==> config.mk <==
export PLATFORM = sky130hd
export DESIGN_NAME = rsa_letter_modexp_cipher_flat
export DESIGN_NICKNAME = d
export VERILOG_FILES = /design/src/rtl/core/rlm_pkg.sv /design/src/rtl/core/rlm_if.sv /design/src/rtl/core/rsa_letter_modexp_cipher.sv /design/src/rtl/core/rlm_modmul.sv /design/src/rtl/core/rlm_div.sv /design/src/flat_wrapper.sv
export SDC_FILE = /design/constraint.sdc
export NUM_CORES = 2
export LEC_CHECK = 0
export BUFFER_PORTS_ARGS = -buffer_cell sky130_fd_sc_hd__buf_2
export CORE_MARGIN = 3
export CORE_UTILIZATION = 45
export DETAILED_ROUTE_END_ITERATION = 6
export PLACE_DENSITY_LB_ADDON = 0.08
export SETUP_SLACK_MARGIN = 0.2
export SLEW_MARGIN = 20
export SYNTH_ARGS = -nofsm -noshare
export SYNTH_HDL_FRONTEND = slang
export SYNTH_HIERARCHICAL = 1
export SYNTH_SLANG_ARGS = --single-unit
==> constraint.sdc <==
create_clock -name i_clk -period 9.9 [get_ports i_clk]
set_clock_uncertainty 0.2 [all_clocks]
set_input_delay 1.485 -clock i_clk [delete_from_list [all_inputs] [get_ports i_clk]]
set_output_delay 1.485 -clock i_clk [all_outputs]
set_load 0.02 [all_outputs]
==> src/rtl/core/rlm_pkg.sv <==
// rlm_pkg: shared constants, codes and sequencer states for the rsa letter cipher
// no dependencies; imported by every module of the block
package rlm_pkg;

    localparam int MW       = 32;              // modulus datapath width
    localparam int EW       = 17;              // width of the public exponent
    localparam int NW       = MW + EW;         // width of 1 + k*phi
    localparam int INV_BITS = 16;              // width of the fermat exponent e-2
    localparam logic [EW-1:0]       PUB_EXP  = 17'd65537;
    localparam logic [INV_BITS-1:0] INV_EXP  = 16'd65535;
    localparam logic [7:0]          CHAR_A   = 8'd65;
    localparam logic [7:0]          CHAR_Z   = 8'd90;

    localparam logic [2:0] ADDR_P = 3'd0;
    localparam logic [2:0] ADDR_Q = 3'd4;
    localparam logic [15:0] RST_P = 16'd257;
    localparam logic [15:0] RST_Q = 16'd263;

    localparam logic CMD_ENC = 1'b0;
    localparam logic CMD_DEC = 1'b1;

    typedef enum logic [1:0] {
        ST_OK      = 2'd0,
        ST_NO_INV  = 2'd1,
        ST_BAD_CHR = 2'd2
    } t_status;

    typedef enum logic [3:0] {
        S_IDLE,
        S_RED_PHI,
        S_CHECK,
        S_SQ,
        S_MUL,
        S_PROD,
        S_DIV,
        S_RED_BASE,
        S_FIN
    } t_state;

endpackage

==> src/rtl/core/rlm_if.sv <==
// rlm_in_if / rlm_out_if: valid-ready request and result channels of the cipher
// no dependencies; the widths are fixed in the interfaces
interface rlm_in_if;
    logic        valid;
    logic        ready;
    logic        command;
    logic [7:0]  plain_char;
    logic [31:0] cipher_value;
    modport source (output valid, command, plain_char, cipher_value, input ready);
    modport sink   (input valid, command, plain_char, cipher_value, output ready);
endinterface

interface rlm_out_if;
    logic        valid;
    logic        ready;
    logic [31:0] result_value;
    logic [7:0]  result_char;
    logic [1:0]  status;
    modport source (output valid, result_value, result_char, status, input ready);
    modport sink   (input valid, result_value, result_char, status, output ready);
endinterface

==> src/rtl/core/rsa_letter_modexp_cipher.sv <==
// rsa_letter_modexp_cipher: textbook rsa letter cipher with e = 65537, one item at a time
// sequence: encrypt reduces the letter and raises it to e, 20 modular products in all;
// decrypt runs 32 products for the fermat inverse, a divide, two reductions and up to 64
// products for c^d; the products and the divide are bit-serial
// a stalled result holds the next request
// reset: synchronous active low, primes return to 257 and 263, no result pending
module rsa_letter_modexp_cipher
    import rlm_pkg::*;
(
    input  logic        i_clk,
    input  logic        i_rst_n,
    input  logic        psel,
    input  logic        penable,
    input  logic        pwrite,
    input  logic [2:0]  paddr,
    input  logic [31:0] pwdata,
    output logic [31:0] prdata,
    output logic        pready,
    rlm_in_if.sink      i_in,
    rlm_out_if.source   o_out
);
    localparam int CW = $clog2(MW + 1);

    t_state        r_state, n_state;
    logic [15:0]   r_p, r_q;
    logic [MW-1:0] r_n, r_phi;
    logic          r_cmd;
    logic [7:0]    r_char;
    logic [31:0]   r_cv;
    logic [MW-1:0] r_acc, r_base, r_exp, r_mod, r_d;
    logic [CW-1:0] r_bits;
    logic          r_inv_phase;
    logic [NW-1:0] r_num;
    t_status       r_status;
    logic          r_issued;
    logic          r_ovalid;
    logic [31:0]   r_oval;
    logic [7:0]    r_ochar;
    t_status       r_ostat;

    logic          accept, out_free, chr_ok, last_bit, n_small;
    logic          mm_start, mm_done, dv_start, dv_done;
    logic [MW-1:0] mm_a, mm_b, mm_m, mm_res, dv_quo;
    logic [15:0]   p_m1, q_m1;
    logic [31:0]   n_prod, phi_prod;
    logic [EW-1:0] k_val;
    logic [7:0]    idx;

    // configuration
    assign pready = 1'b1;
    assign prdata = (paddr == ADDR_Q) ? {16'd0, r_q} : ((paddr == ADDR_P) ? {16'd0, r_p} : '0);

    always_ff @(posedge i_clk) begin
        if (!i_rst_n) begin
            r_p <= RST_P;
            r_q <= RST_Q;
        end else if (psel && penable && pwrite) begin
            if (paddr == ADDR_P) begin
                r_p <= pwdata[15:0];
            end else if (paddr == ADDR_Q) begin
                r_q <= pwdata[15:0];
            end
        end
    end

    always_comb begin
        p_m1     = (r_p >= 16'd1) ? r_p - 16'd1 : 16'd0;
        q_m1     = (r_q >= 16'd1) ? r_q - 16'd1 : 16'd0;
        n_prod   = {16'd0, r_p} * {16'd0, r_q};
        phi_prod = {16'd0, p_m1} * {16'd0, q_m1};
    end

    always_ff @(posedge i_clk) begin
        r_n   <= MW'(n_prod);
        r_phi <= MW'(phi_prod);
    end

    // handshake
    assign i_in.ready = (r_state == S_IDLE);
    assign accept     = i_in.valid && i_in.ready;
    assign out_free   = !r_ovalid || o_out.ready;
    assign chr_ok     = (i_in.plain_char >= CHAR_A) && (i_in.plain_char <= CHAR_Z);
    assign last_bit   = (r_bits == CW'(1));
    // taken from the live primes so a request right after a write sees the new modulus
    assign n_small    = (MW'(n_prod) < MW'(2));
    assign idx        = r_char - CHAR_A;
    assign k_val      = PUB_EXP - EW'(r_acc);

    // shared serial units
    always_comb begin
        mm_a = r_acc;
        mm_b = r_acc;
        mm_m = r_mod;
        unique case (r_state)
            S_RED_PHI: begin
                mm_a = MW'(1);
                mm_b = r_phi;
                mm_m = MW'(PUB_EXP);
            end
            S_RED_BASE: begin
                mm_a = MW'(1);
                mm_b = (r_cmd == CMD_DEC) ? MW'(r_cv) : MW'(idx);
                mm_m = r_n;
            end
            S_MUL: begin
                mm_a = r_base;
            end
            default: begin
            end
        endcase
    end

    assign mm_start = ((r_state == S_RED_PHI) || (r_state == S_RED_BASE) ||
                       (r_state == S_SQ) || (r_state == S_MUL)) && !r_issued;
    assign dv_start = (r_state == S_DIV) && !r_issued;

    rlm_modmul u_modmul (
        .i_clk   (i_clk),
        .i_rst_n (i_rst_n),
        .i_start (mm_start),
        .i_a     (mm_a),
        .i_b     (mm_b),
        .i_m     (mm_m),
        .o_done  (mm_done),
        .o_res   (mm_res)
    );

    rlm_div u_div (
        .i_clk   (i_clk),
        .i_rst_n (i_rst_n),
        .i_start (dv_start),
        .i_num   (r_num),
        .o_done  (dv_done),
        .o_quo   (dv_quo)
    );

    // next state
    always_comb begin
        n_state = r_state;
        unique case (r_state)
            S_IDLE: begin
                if (accept) begin
                    if (i_in.command == CMD_DEC) begin
                        n_state = S_RED_PHI;
                    end else if (!chr_ok || n_small) begin
                        n_state = S_FIN;
                    end else begin
                        n_state = S_RED_BASE;
                    end
                end
            end
            S_RED_PHI: if (mm_done) n_state = S_CHECK;
            S_CHECK: begin
                if ((r_phi < MW'(2)) || (r_base == '0)) begin
                    n_state = S_FIN;
                end else begin
                    n_state = S_SQ;
                end
            end
            S_SQ: begin
                if (mm_done) begin
                    if (r_exp[MW-1]) begin
                        n_state = S_MUL;
                    end else if (last_bit) begin
                        n_state = r_inv_phase ? S_PROD : S_FIN;
                    end
                end
            end
            S_MUL: begin
                if (mm_done) begin
                    if (last_bit) begin
                        n_state = r_inv_phase ? S_PROD : S_FIN;
                    end else begin
                        n_state = S_SQ;
                    end
                end
            end
            S_PROD: n_state = S_DIV;
            S_DIV: begin
                if (dv_done) begin
                    n_state = n_small ? S_FIN : S_RED_BASE;
                end
            end
            S_RED_BASE: if (mm_done) n_state = S_SQ;
            S_FIN: if (out_free) n_state = S_IDLE;
            default: n_state = S_IDLE;
        endcase
    end

    always_ff @(posedge i_clk) begin
        if (!i_rst_n) begin
            r_state  <= S_IDLE;
            r_issued <= 1'b0;
            r_ovalid <= 1'b0;
        end else begin
            r_state <= n_state;
            if (mm_start || dv_start) begin
                r_issued <= 1'b1;
            end else if (mm_done || dv_done) begin
                r_issued <= 1'b0;
            end
            if (r_state == S_FIN && out_free) begin
                r_ovalid <= 1'b1;
            end else if (o_out.ready) begin
                r_ovalid <= 1'b0;
            end
        end
    end

    // datapath
    always_ff @(posedge i_clk) begin
        unique case (r_state)
            S_IDLE: begin
                if (accept) begin
                    r_cmd    <= i_in.command;
                    r_char   <= i_in.plain_char;
                    r_cv     <= i_in.cipher_value;
                    r_acc    <= '0;
                    r_status <= ST_OK;
                    if (i_in.command == CMD_ENC && !chr_ok) begin
                        r_status <= ST_BAD_CHR;
                    end
                end
            end
            S_RED_PHI: if (mm_done) r_base <= mm_res;
            S_CHECK: begin
                r_acc       <= MW'(1);
                r_mod       <= MW'(PUB_EXP);
                r_exp       <= MW'(INV_EXP) << (MW - INV_BITS);
                r_bits      <= CW'(INV_BITS);
                r_inv_phase <= 1'b1;
                if ((r_phi < MW'(2)) || (r_base == '0)) begin
                    r_status <= ST_NO_INV;
                end
            end
            S_SQ, S_MUL: begin
                if (mm_done) begin
                    r_acc <= mm_res;
                    // a square followed by a multiply steps the exponent after the multiply
                    if (r_state == S_MUL || !r_exp[MW-1]) begin
                        r_exp  <= {r_exp[MW-2:0], 1'b0};
                        r_bits <= r_bits - 1'b1;
                    end
                end
            end
            S_PROD: r_num <= NW'(k_val) * NW'(r_phi) + NW'(1);
            S_DIV: begin
                if (dv_done) begin
                    r_d   <= dv_quo;
                    r_acc <= '0;
                end
            end
            S_RED_BASE: begin
                if (mm_done) begin
                    r_base      <= mm_res;
                    r_acc       <= MW'(1);
                    r_mod       <= r_n;
                    r_inv_phase <= 1'b0;
                    if (r_cmd == CMD_DEC) begin
                        r_exp  <= r_d;
                        r_bits <= CW'(MW);
                    end else begin
                        r_exp  <= MW'(PUB_EXP) << (MW - EW);
                        r_bits <= CW'(EW);
                    end
                end
            end
            S_FIN: begin
                if (out_free) begin
                    r_oval  <= (r_status == ST_OK) ? 32'(r_acc) : 32'd0;
                    r_ochar <= (r_status == ST_OK && r_cmd == CMD_DEC) ?
                               r_acc[7:0] + CHAR_A : 8'd0;
                    r_ostat <= r_status;
                end
            end
            default: begin
            end
        endcase
    end

    assign o_out.valid        = r_ovalid;
    assign o_out.result_value = r_oval;
    assign o_out.result_char  = r_ochar;
    assign o_out.status       = r_ostat;
endmodule

==> src/rtl/core/rlm_modmul.sv <==
// rlm_modmul: bit-serial interleaved modular multiplier, a*b mod m, one bit of b a cycle
// depends on rlm_pkg; requires a < m
module rlm_modmul
    import rlm_pkg::*;
(
    input  logic          i_clk,
    input  logic          i_rst_n,
    input  logic          i_start,
    input  logic [MW-1:0] i_a,
    input  logic [MW-1:0] i_b,
    input  logic [MW-1:0] i_m,
    output logic          o_done,
    output logic [MW-1:0] o_res
);
    localparam int CW = $clog2(MW + 1);

    logic [MW-1:0] r_acc, r_b, r_a, r_m;
    logic [CW-1:0] r_cnt;
    logic          r_busy, r_done;
    logic [MW+1:0] t, t1, t2, m1, m2;
    logic [MW-1:0] n_acc;

    always_comb begin
        m1 = {2'b00, r_m};
        m2 = {1'b0, r_m, 1'b0};
        t  = {1'b0, r_acc, 1'b0} + (r_b[MW-1] ? {2'b00, r_a} : '0);
        t1 = t - m1;
        t2 = t - m2;
        if (t >= m2) begin
            n_acc = t2[MW-1:0];
        end else if (t >= m1) begin
            n_acc = t1[MW-1:0];
        end else begin
            n_acc = t[MW-1:0];
        end
    end

    always_ff @(posedge i_clk) begin
        if (!i_rst_n) begin
            r_busy <= 1'b0;
            r_done <= 1'b0;
            r_cnt  <= '0;
        end else begin
            r_done <= 1'b0;
            if (i_start && !r_busy) begin
                r_busy <= 1'b1;
                r_cnt  <= CW'(MW);
            end else if (r_busy) begin
                r_cnt <= r_cnt - 1'b1;
                if (r_cnt == CW'(1)) begin
                    r_busy <= 1'b0;
                    r_done <= 1'b1;
                end
            end
        end
    end

    always_ff @(posedge i_clk) begin
        if (i_start && !r_busy) begin
            r_acc <= '0;
            r_a   <= i_a;
            r_b   <= i_b;
            r_m   <= i_m;
        end else if (r_busy) begin
            r_acc <= n_acc;
            r_b   <= {r_b[MW-2:0], 1'b0};
        end
    end

    assign o_done = r_done;
    assign o_res  = r_acc;
endmodule

==> src/rtl/core/rlm_div.sv <==
// rlm_div: bit-serial restoring divider by the public exponent, one quotient bit a cycle
// depends on rlm_pkg
module rlm_div
    import rlm_pkg::*;
(
    input  logic          i_clk,
    input  logic          i_rst_n,
    input  logic          i_start,
    input  logic [NW-1:0] i_num,
    output logic          o_done,
    output logic [MW-1:0] o_quo
);
    localparam int CW = $clog2(NW + 1);

    logic [NW-1:0] r_num, r_quo;
    logic [EW-1:0] r_rem;
    logic [CW-1:0] r_cnt;
    logic          r_busy, r_done;
    logic [EW:0]   t;
    logic          q_bit;

    always_comb begin
        t     = {r_rem, r_num[NW-1]};
        q_bit = (t >= {1'b0, PUB_EXP});
    end

    always_ff @(posedge i_clk) begin
        if (!i_rst_n) begin
            r_busy <= 1'b0;
            r_done <= 1'b0;
            r_cnt  <= '0;
        end else begin
            r_done <= 1'b0;
            if (i_start && !r_busy) begin
                r_busy <= 1'b1;
                r_cnt  <= CW'(NW);
            end else if (r_busy) begin
                r_cnt <= r_cnt - 1'b1;
                if (r_cnt == CW'(1)) begin
                    r_busy <= 1'b0;
                    r_done <= 1'b1;
                end
            end
        end
    end

    always_ff @(posedge i_clk) begin
        if (i_start && !r_busy) begin
            r_num <= i_num;
            r_rem <= '0;
            r_quo <= '0;
        end else if (r_busy) begin
            r_num <= {r_num[NW-2:0], 1'b0};
            r_rem <= q_bit ? EW'(t - {1'b0, PUB_EXP}) : t[EW-1:0];
            r_quo <= {r_quo[NW-2:0], q_bit};
        end
    end

    assign o_done = r_done;
    assign o_quo  = r_quo[MW-1:0];
endmodule

==> src/flat_wrapper.sv <==
// flat-port wrapper written by rule: the top's interface ports become plain ports
module rsa_letter_modexp_cipher_flat import rlm_pkg::*;
  (i_clk, i_rst_n, psel, penable, pwrite, paddr, pwdata, prdata, pready, i_in_valid, i_in_command, i_in_plain_char, i_in_cipher_value, i_in_ready, o_out_valid, o_out_result_value, o_out_result_char, o_out_status, o_out_ready);
  rlm_in_if i_in_i ();
  rlm_out_if o_out_i ();
  input  logic i_clk;
  input  logic i_rst_n;
  input  logic psel;
  input  logic penable;
  input  logic pwrite;
  input  logic [2:0] paddr;
  input  logic [31:0] pwdata;
  output logic [31:0] prdata;
  output logic pready;
  input wire logic [$bits(i_in_i.valid)-1:0] i_in_valid;
  input wire logic [$bits(i_in_i.command)-1:0] i_in_command;
  input wire logic [$bits(i_in_i.plain_char)-1:0] i_in_plain_char;
  input wire logic [$bits(i_in_i.cipher_value)-1:0] i_in_cipher_value;
  output wire logic [$bits(i_in_i.ready)-1:0] i_in_ready;
  output wire logic [$bits(o_out_i.valid)-1:0] o_out_valid;
  output wire logic [$bits(o_out_i.result_value)-1:0] o_out_result_value;
  output wire logic [$bits(o_out_i.result_char)-1:0] o_out_result_char;
  output wire logic [$bits(o_out_i.status)-1:0] o_out_status;
  input wire logic [$bits(o_out_i.ready)-1:0] o_out_ready;
  assign i_in_i.valid = i_in_valid;
  assign i_in_i.command = i_in_command;
  assign i_in_i.plain_char = i_in_plain_char;
  assign i_in_i.cipher_value = i_in_cipher_value;
  assign i_in_ready = i_in_i.ready;
  assign o_out_valid = o_out_i.valid;
  assign o_out_result_value = o_out_i.result_value;
  assign o_out_result_char = o_out_i.result_char;
  assign o_out_status = o_out_i.status;
  assign o_out_i.ready = o_out_ready;
  rsa_letter_modexp_cipher u_core (.i_clk(i_clk), .i_rst_n(i_rst_n), .psel(psel), .penable(penable), .pwrite(pwrite), .paddr(paddr), .pwdata(pwdata), .prdata(prdata), .pready(pready), .i_in(i_in_i), .o_out(o_out_i));
endmodule
==> run summary <==
## GRT
* **met2 usage** 0.401
* **GRT Resource Usage Total** 0.249
* **vias in the first global route** 48.8k
* **first-pass GRT wire length** 286,000 um
* **most utilized layer in the global route result** met2
* **sum of overflow across all layers after global routing** 0
* **pin count of the biggest net entering global routing** 68
* **GR Util met3** 0.0412
* **initial antenna violation count** 9
* **met1 track utilization from global routing** 0.346

## Synth
* **number of synthesis warnings** 6
* **leading cell types by count after synthesis** 1,015 x sky130_fd_sc_hd__nand2_1, 1,011 x sky130_fd_sc_hd__inv_1, 839 x sky130_fd_sc_hd__fa_1
* **synthesized cell area** 65,100 sq um
* **proportion of synthesized flip-flops having asynchronous set or reset** 0
* **leading cell type by number of instances after synthesis** sky130_fd_sc_hd__nand2_1
* **Mapped Cells** 6,769
* **share of Yosys cell area claimed by the top area cell type** 0.258
* **synthesized area per cell** 9.62 sq um
* **sequential fraction of the synthesis area** 0.267
* **most area-consuming cells after synthesis** sky130_fd_sc_hd__fa_1 26%, sky130_fd_sc_hd__edfxtp_1 21%, sky130_fd_sc_hd__ha_1 8.6%, sky130_fd_sc_hd__dfxtp_1 6.1%, sky130_fd_sc_hd__nand2_1 5.9%
* **dominant cell type by area after synthesis** sky130_fd_sc_hd__fa_1
* **library cells used by synthesis** 101
* **number of register bits inferred by synthesis** 645
* **leading register cell type out of synthesis** sky130_fd_sc_hd__edfxtp_1
* **number of synthesized flops with an enable pin** 446

## Final layout
* **net count of the finished layout** 8,138
* **largest registers in the final layout** u_core/r_num (49), u_core/u_div/r_num (49)
* **fraction of layout instances using a drive strength above 1** 0.0832
* **final core utilization** 0.496
* **Syn-to-layout area delta** 8.71%
* **post-route cell area** 70,800 sq um
* **count of filler cells inserted in the layout** 13.4k
* **area used by multi-input combinational logic** 42,700 sq um
* **area taken by flip-flops and latches** 17,400 sq um

## Floorplanning
* **number of rows in the core area** 138
* **initial core utilization** 0.456
* **number of top-level pins** 160
* **area enclosed by the die boundary** 149,000 sq um
* **vertical extent of the die** 386 um
* **area of the core** 143,000 sq um
* **Die Wd** 386 um

## Clocking
* **H-tree levels** 3
* **clock-pin slew reported for the worst setup and hold paths after clock tree synthesis** 60 ps
* **post-CTS resize count** 0
* **number of hold buffers added after cts** 0
* **number of sinks on the clock net** 645
* **clock latency on the worst-skew pair** 730 ps
* **CTS buffer count** 78
* **maximum clock path buffer count** 3
* **Root Buffer Master** sky130_fd_sc_hd__clkbuf_16
* **Post-CTS Setup Bufs** 0
* **CTS tree** built

## Drt
* **count of antenna-violating nets left after detailed routing** 0
* **DRC marker count from the first detailed-route iteration** 3,062
* **number of search-and-repair iterations in the first detailed-routing pass** 6
* **WL final** 183,000 um
* **Via-to-Cell Ratio** 5.44
* **routed wire length per instance** 20.9 um
* **via count of the routed design** 47.6k
* **detailed-route DRC error count** 0

## STA
* **maximum operating frequency** 111 MHz
* **summed negative setup slack over all endpoints** 0 ps
* **Slew Viols, Final** 0
* **Final Hold Fails** 0
* **worst-case hold slack** 241 ps
* **setup repair after global routing missed its margin** no
* **worst setup slack after layout** 855 ps
* **Final min period** 9050 ps
* **normalized max-slew margin** 0.272
* **Period Utilization, post-route** 0.914
* **Worst Max-Slew Pin Slew** 1090 ps
* **final count of negative-setup-slack endpoints** 0

## Placed design
* **post-placement worst setup slack** 992 ps
* **Port Buffers** 126
* **gpl congestion** 0.913
* **half-perimeter wire length after detailed placement** 138,000 um
* **instance area at placement** 68,000 sq um

## Flow run
* **number of violations of the max-capacitance limit** 0

## Critical path
* **setup slack of the most critical reg-to-reg path** 850 ps
* **largest fanout on the critical path** 28
* **Critical R2R Capture** u_core/r_num[45]$_DFFE_PP_
* **worst reg2reg path startpoint** u_core/r_acc[5]$_DFFE_PP_
* **depth of the most critical reg-to-reg path** 26
* **Arrival @ worst endpoint** 9270 ps
* **category of the worst setup path launch point** register
* **Worst Path Required** 10,120 ps
* **element type at the critical path end** register
* **Setup Crit Path Kind** register to register

## Power and ir drop
* **highest ir drop seen on vdd** 0.530 mV
* **power per cell area** 328 nW/um^2
* **leakage power of the design** 31.3 nW

## Worst hold path
* **Hold Path End** u_core/r_d[7]$_DFFE_PP_
* **startpoint of the lowest-slack hold path** u_core/u_div/r_quo[7]$_SDFFE_PP0P_
* **Worst Hold Path Cells** 0
* **classification of the worst-slack hold path** register to register

## Outcome
* **status** complete, no violations

critical path: stages, from the launching register on:
cell and delay, ps:
sky130_fd_sc_hd__edfxtp_1 610, sky130_fd_sc_hd__nor3_1 330, sky130_fd_sc_hd__nand3_1 190, sky130_fd_sc_hd__nor3_1 430, sky130_fd_sc_hd__nand2_1 220, sky130_fd_sc_hd__nor3_1 310, sky130_fd_sc_hd__xnor2_2 200, sky130_fd_sc_hd__buf_4 380
sky130_fd_sc_hd__nand2_1 140, sky130_fd_sc_hd__fa_1 570, sky130_fd_sc_hd__fa_1 430, sky130_fd_sc_hd__fa_1 520, sky130_fd_sc_hd__fa_1 440, sky130_fd_sc_hd__fa_1 490, sky130_fd_sc_hd__inv_1 50, sky130_fd_sc_hd__fa_1 480
sky130_fd_sc_hd__ha_1 280, sky130_fd_sc_hd__a2111oi_0 380, sky130_fd_sc_hd__o21ai_0 150, sky130_fd_sc_hd__o21ai_0 200, sky130_fd_sc_hd__o21a_1 280, sky130_fd_sc_hd__a21oi_1 170, sky130_fd_sc_hd__o21ai_0 440, sky130_fd_sc_hd__a21oi_1 200
sky130_fd_sc_hd__a221o_1 370, sky130_fd_sc_hd__a21oi_1 190, sky130_fd_sc_hd__xnor2_1 80
final cells by class:
class	instances	area share
Multi-Input combinational cell	4765	0.604
Inverter	1011	0.0536
Timing Repair Buffer	270	0.0245
Sequential cell	645	0.246
Antenna cell	9	0.000318
Clock buffer	97	0.0293
Tap cell	1890	0.0334
Clock inverter	48	0.00963
layout by cell type (no fill, tap or decap), types with 131 or more instances in the layout:
master,netlist,final
sky130_fd_sc_hd__a21o_1,131,131
sky130_fd_sc_hd__a21oi_1,200,199
sky130_fd_sc_hd__and2_1,439,437
sky130_fd_sc_hd__buf_4,17,143
sky130_fd_sc_hd__dfxtp_1,199,198
sky130_fd_sc_hd__edfxtp_1,446,446
sky130_fd_sc_hd__fa_1,839,839
sky130_fd_sc_hd__ha_1,445,445
sky130_fd_sc_hd__inv_1,1011,1010
sky130_fd_sc_hd__nand2_1,1015,1015
sky130_fd_sc_hd__nor2_1,262,251
sky130_fd_sc_hd__o21ai_0,162,161
worst max path at each step:
stage | from | slack (ps) | endpoint
2_1_floorplan | u_core/r_p[1]$_SDFFE_PN0P_ | 1920 | u_core/r_phi[28]$_DFF_P_
3_3_place_gp | u_core/r_acc[5]$_DFFE_PP_ | 1110 | u_core/r_num[46]$_DFFE_PP_
3_5_place_dp | u_core/r_acc[5]$_DFFE_PP_ | 990 | u_core/r_num[45]$_DFFE_PP_
4_1_cts | u_core/r_acc[5]$_DFFE_PP_ | 920 | u_core/r_num[45]$_DFFE_PP_
5_1_grt | u_core/r_acc[5]$_DFFE_PP_ | 250 | u_core/r_num[45]$_DFFE_PP_
6_report | u_core/r_acc[5]$_DFFE_PP_ | 850 | u_core/r_num[45]$_DFFE_PP_
logic make-up after synthesis:
kind of cell               after synthesis  share of synthesized area
muxes                                  102                     0.0172
xor gates and xnor gates               221                     0.0297
DFF                                    645                      0.267
adders and majority gates             1284                      0.344
and+or+nand+nor                       2179                      0.160
buffers and inverters                 1374                     0.0812
other                                    2                   0.000115
AOI/OAI and AO/OA                      962                      0.101
per-layer routing:
layer,part of all wire,wire length (um)
met4,0.032,5820
met1,0.45,82100
met2,0.46,83700
met5,0.000071,13
met3,0.061,11200
metrics by stage:
stage | total power (W) | instances
5_1_grt | 0.0254 | 8729
3_3_place_gp | 0.0201 | 8579
6_report | 0.0232 | 8735
4_1_cts | 0.0233 | 8724
3_5_place_dp | 0.0201 | 8579
2_1_floorplan | 0.0159 | 6784
where the power goes:
group | total (W) | switching, W | internal (W)
Clock | 0.00307 | 0.00128 | 0.00178
Sequential | 0.00448 | 0.000381 | 0.00410
Combinational | 0.0156 | 0.00955 | 0.00608
Total | 0.0232 | 0.0112 | 0.0120
No activity file was read; power rests on OpenSTA's default activity.
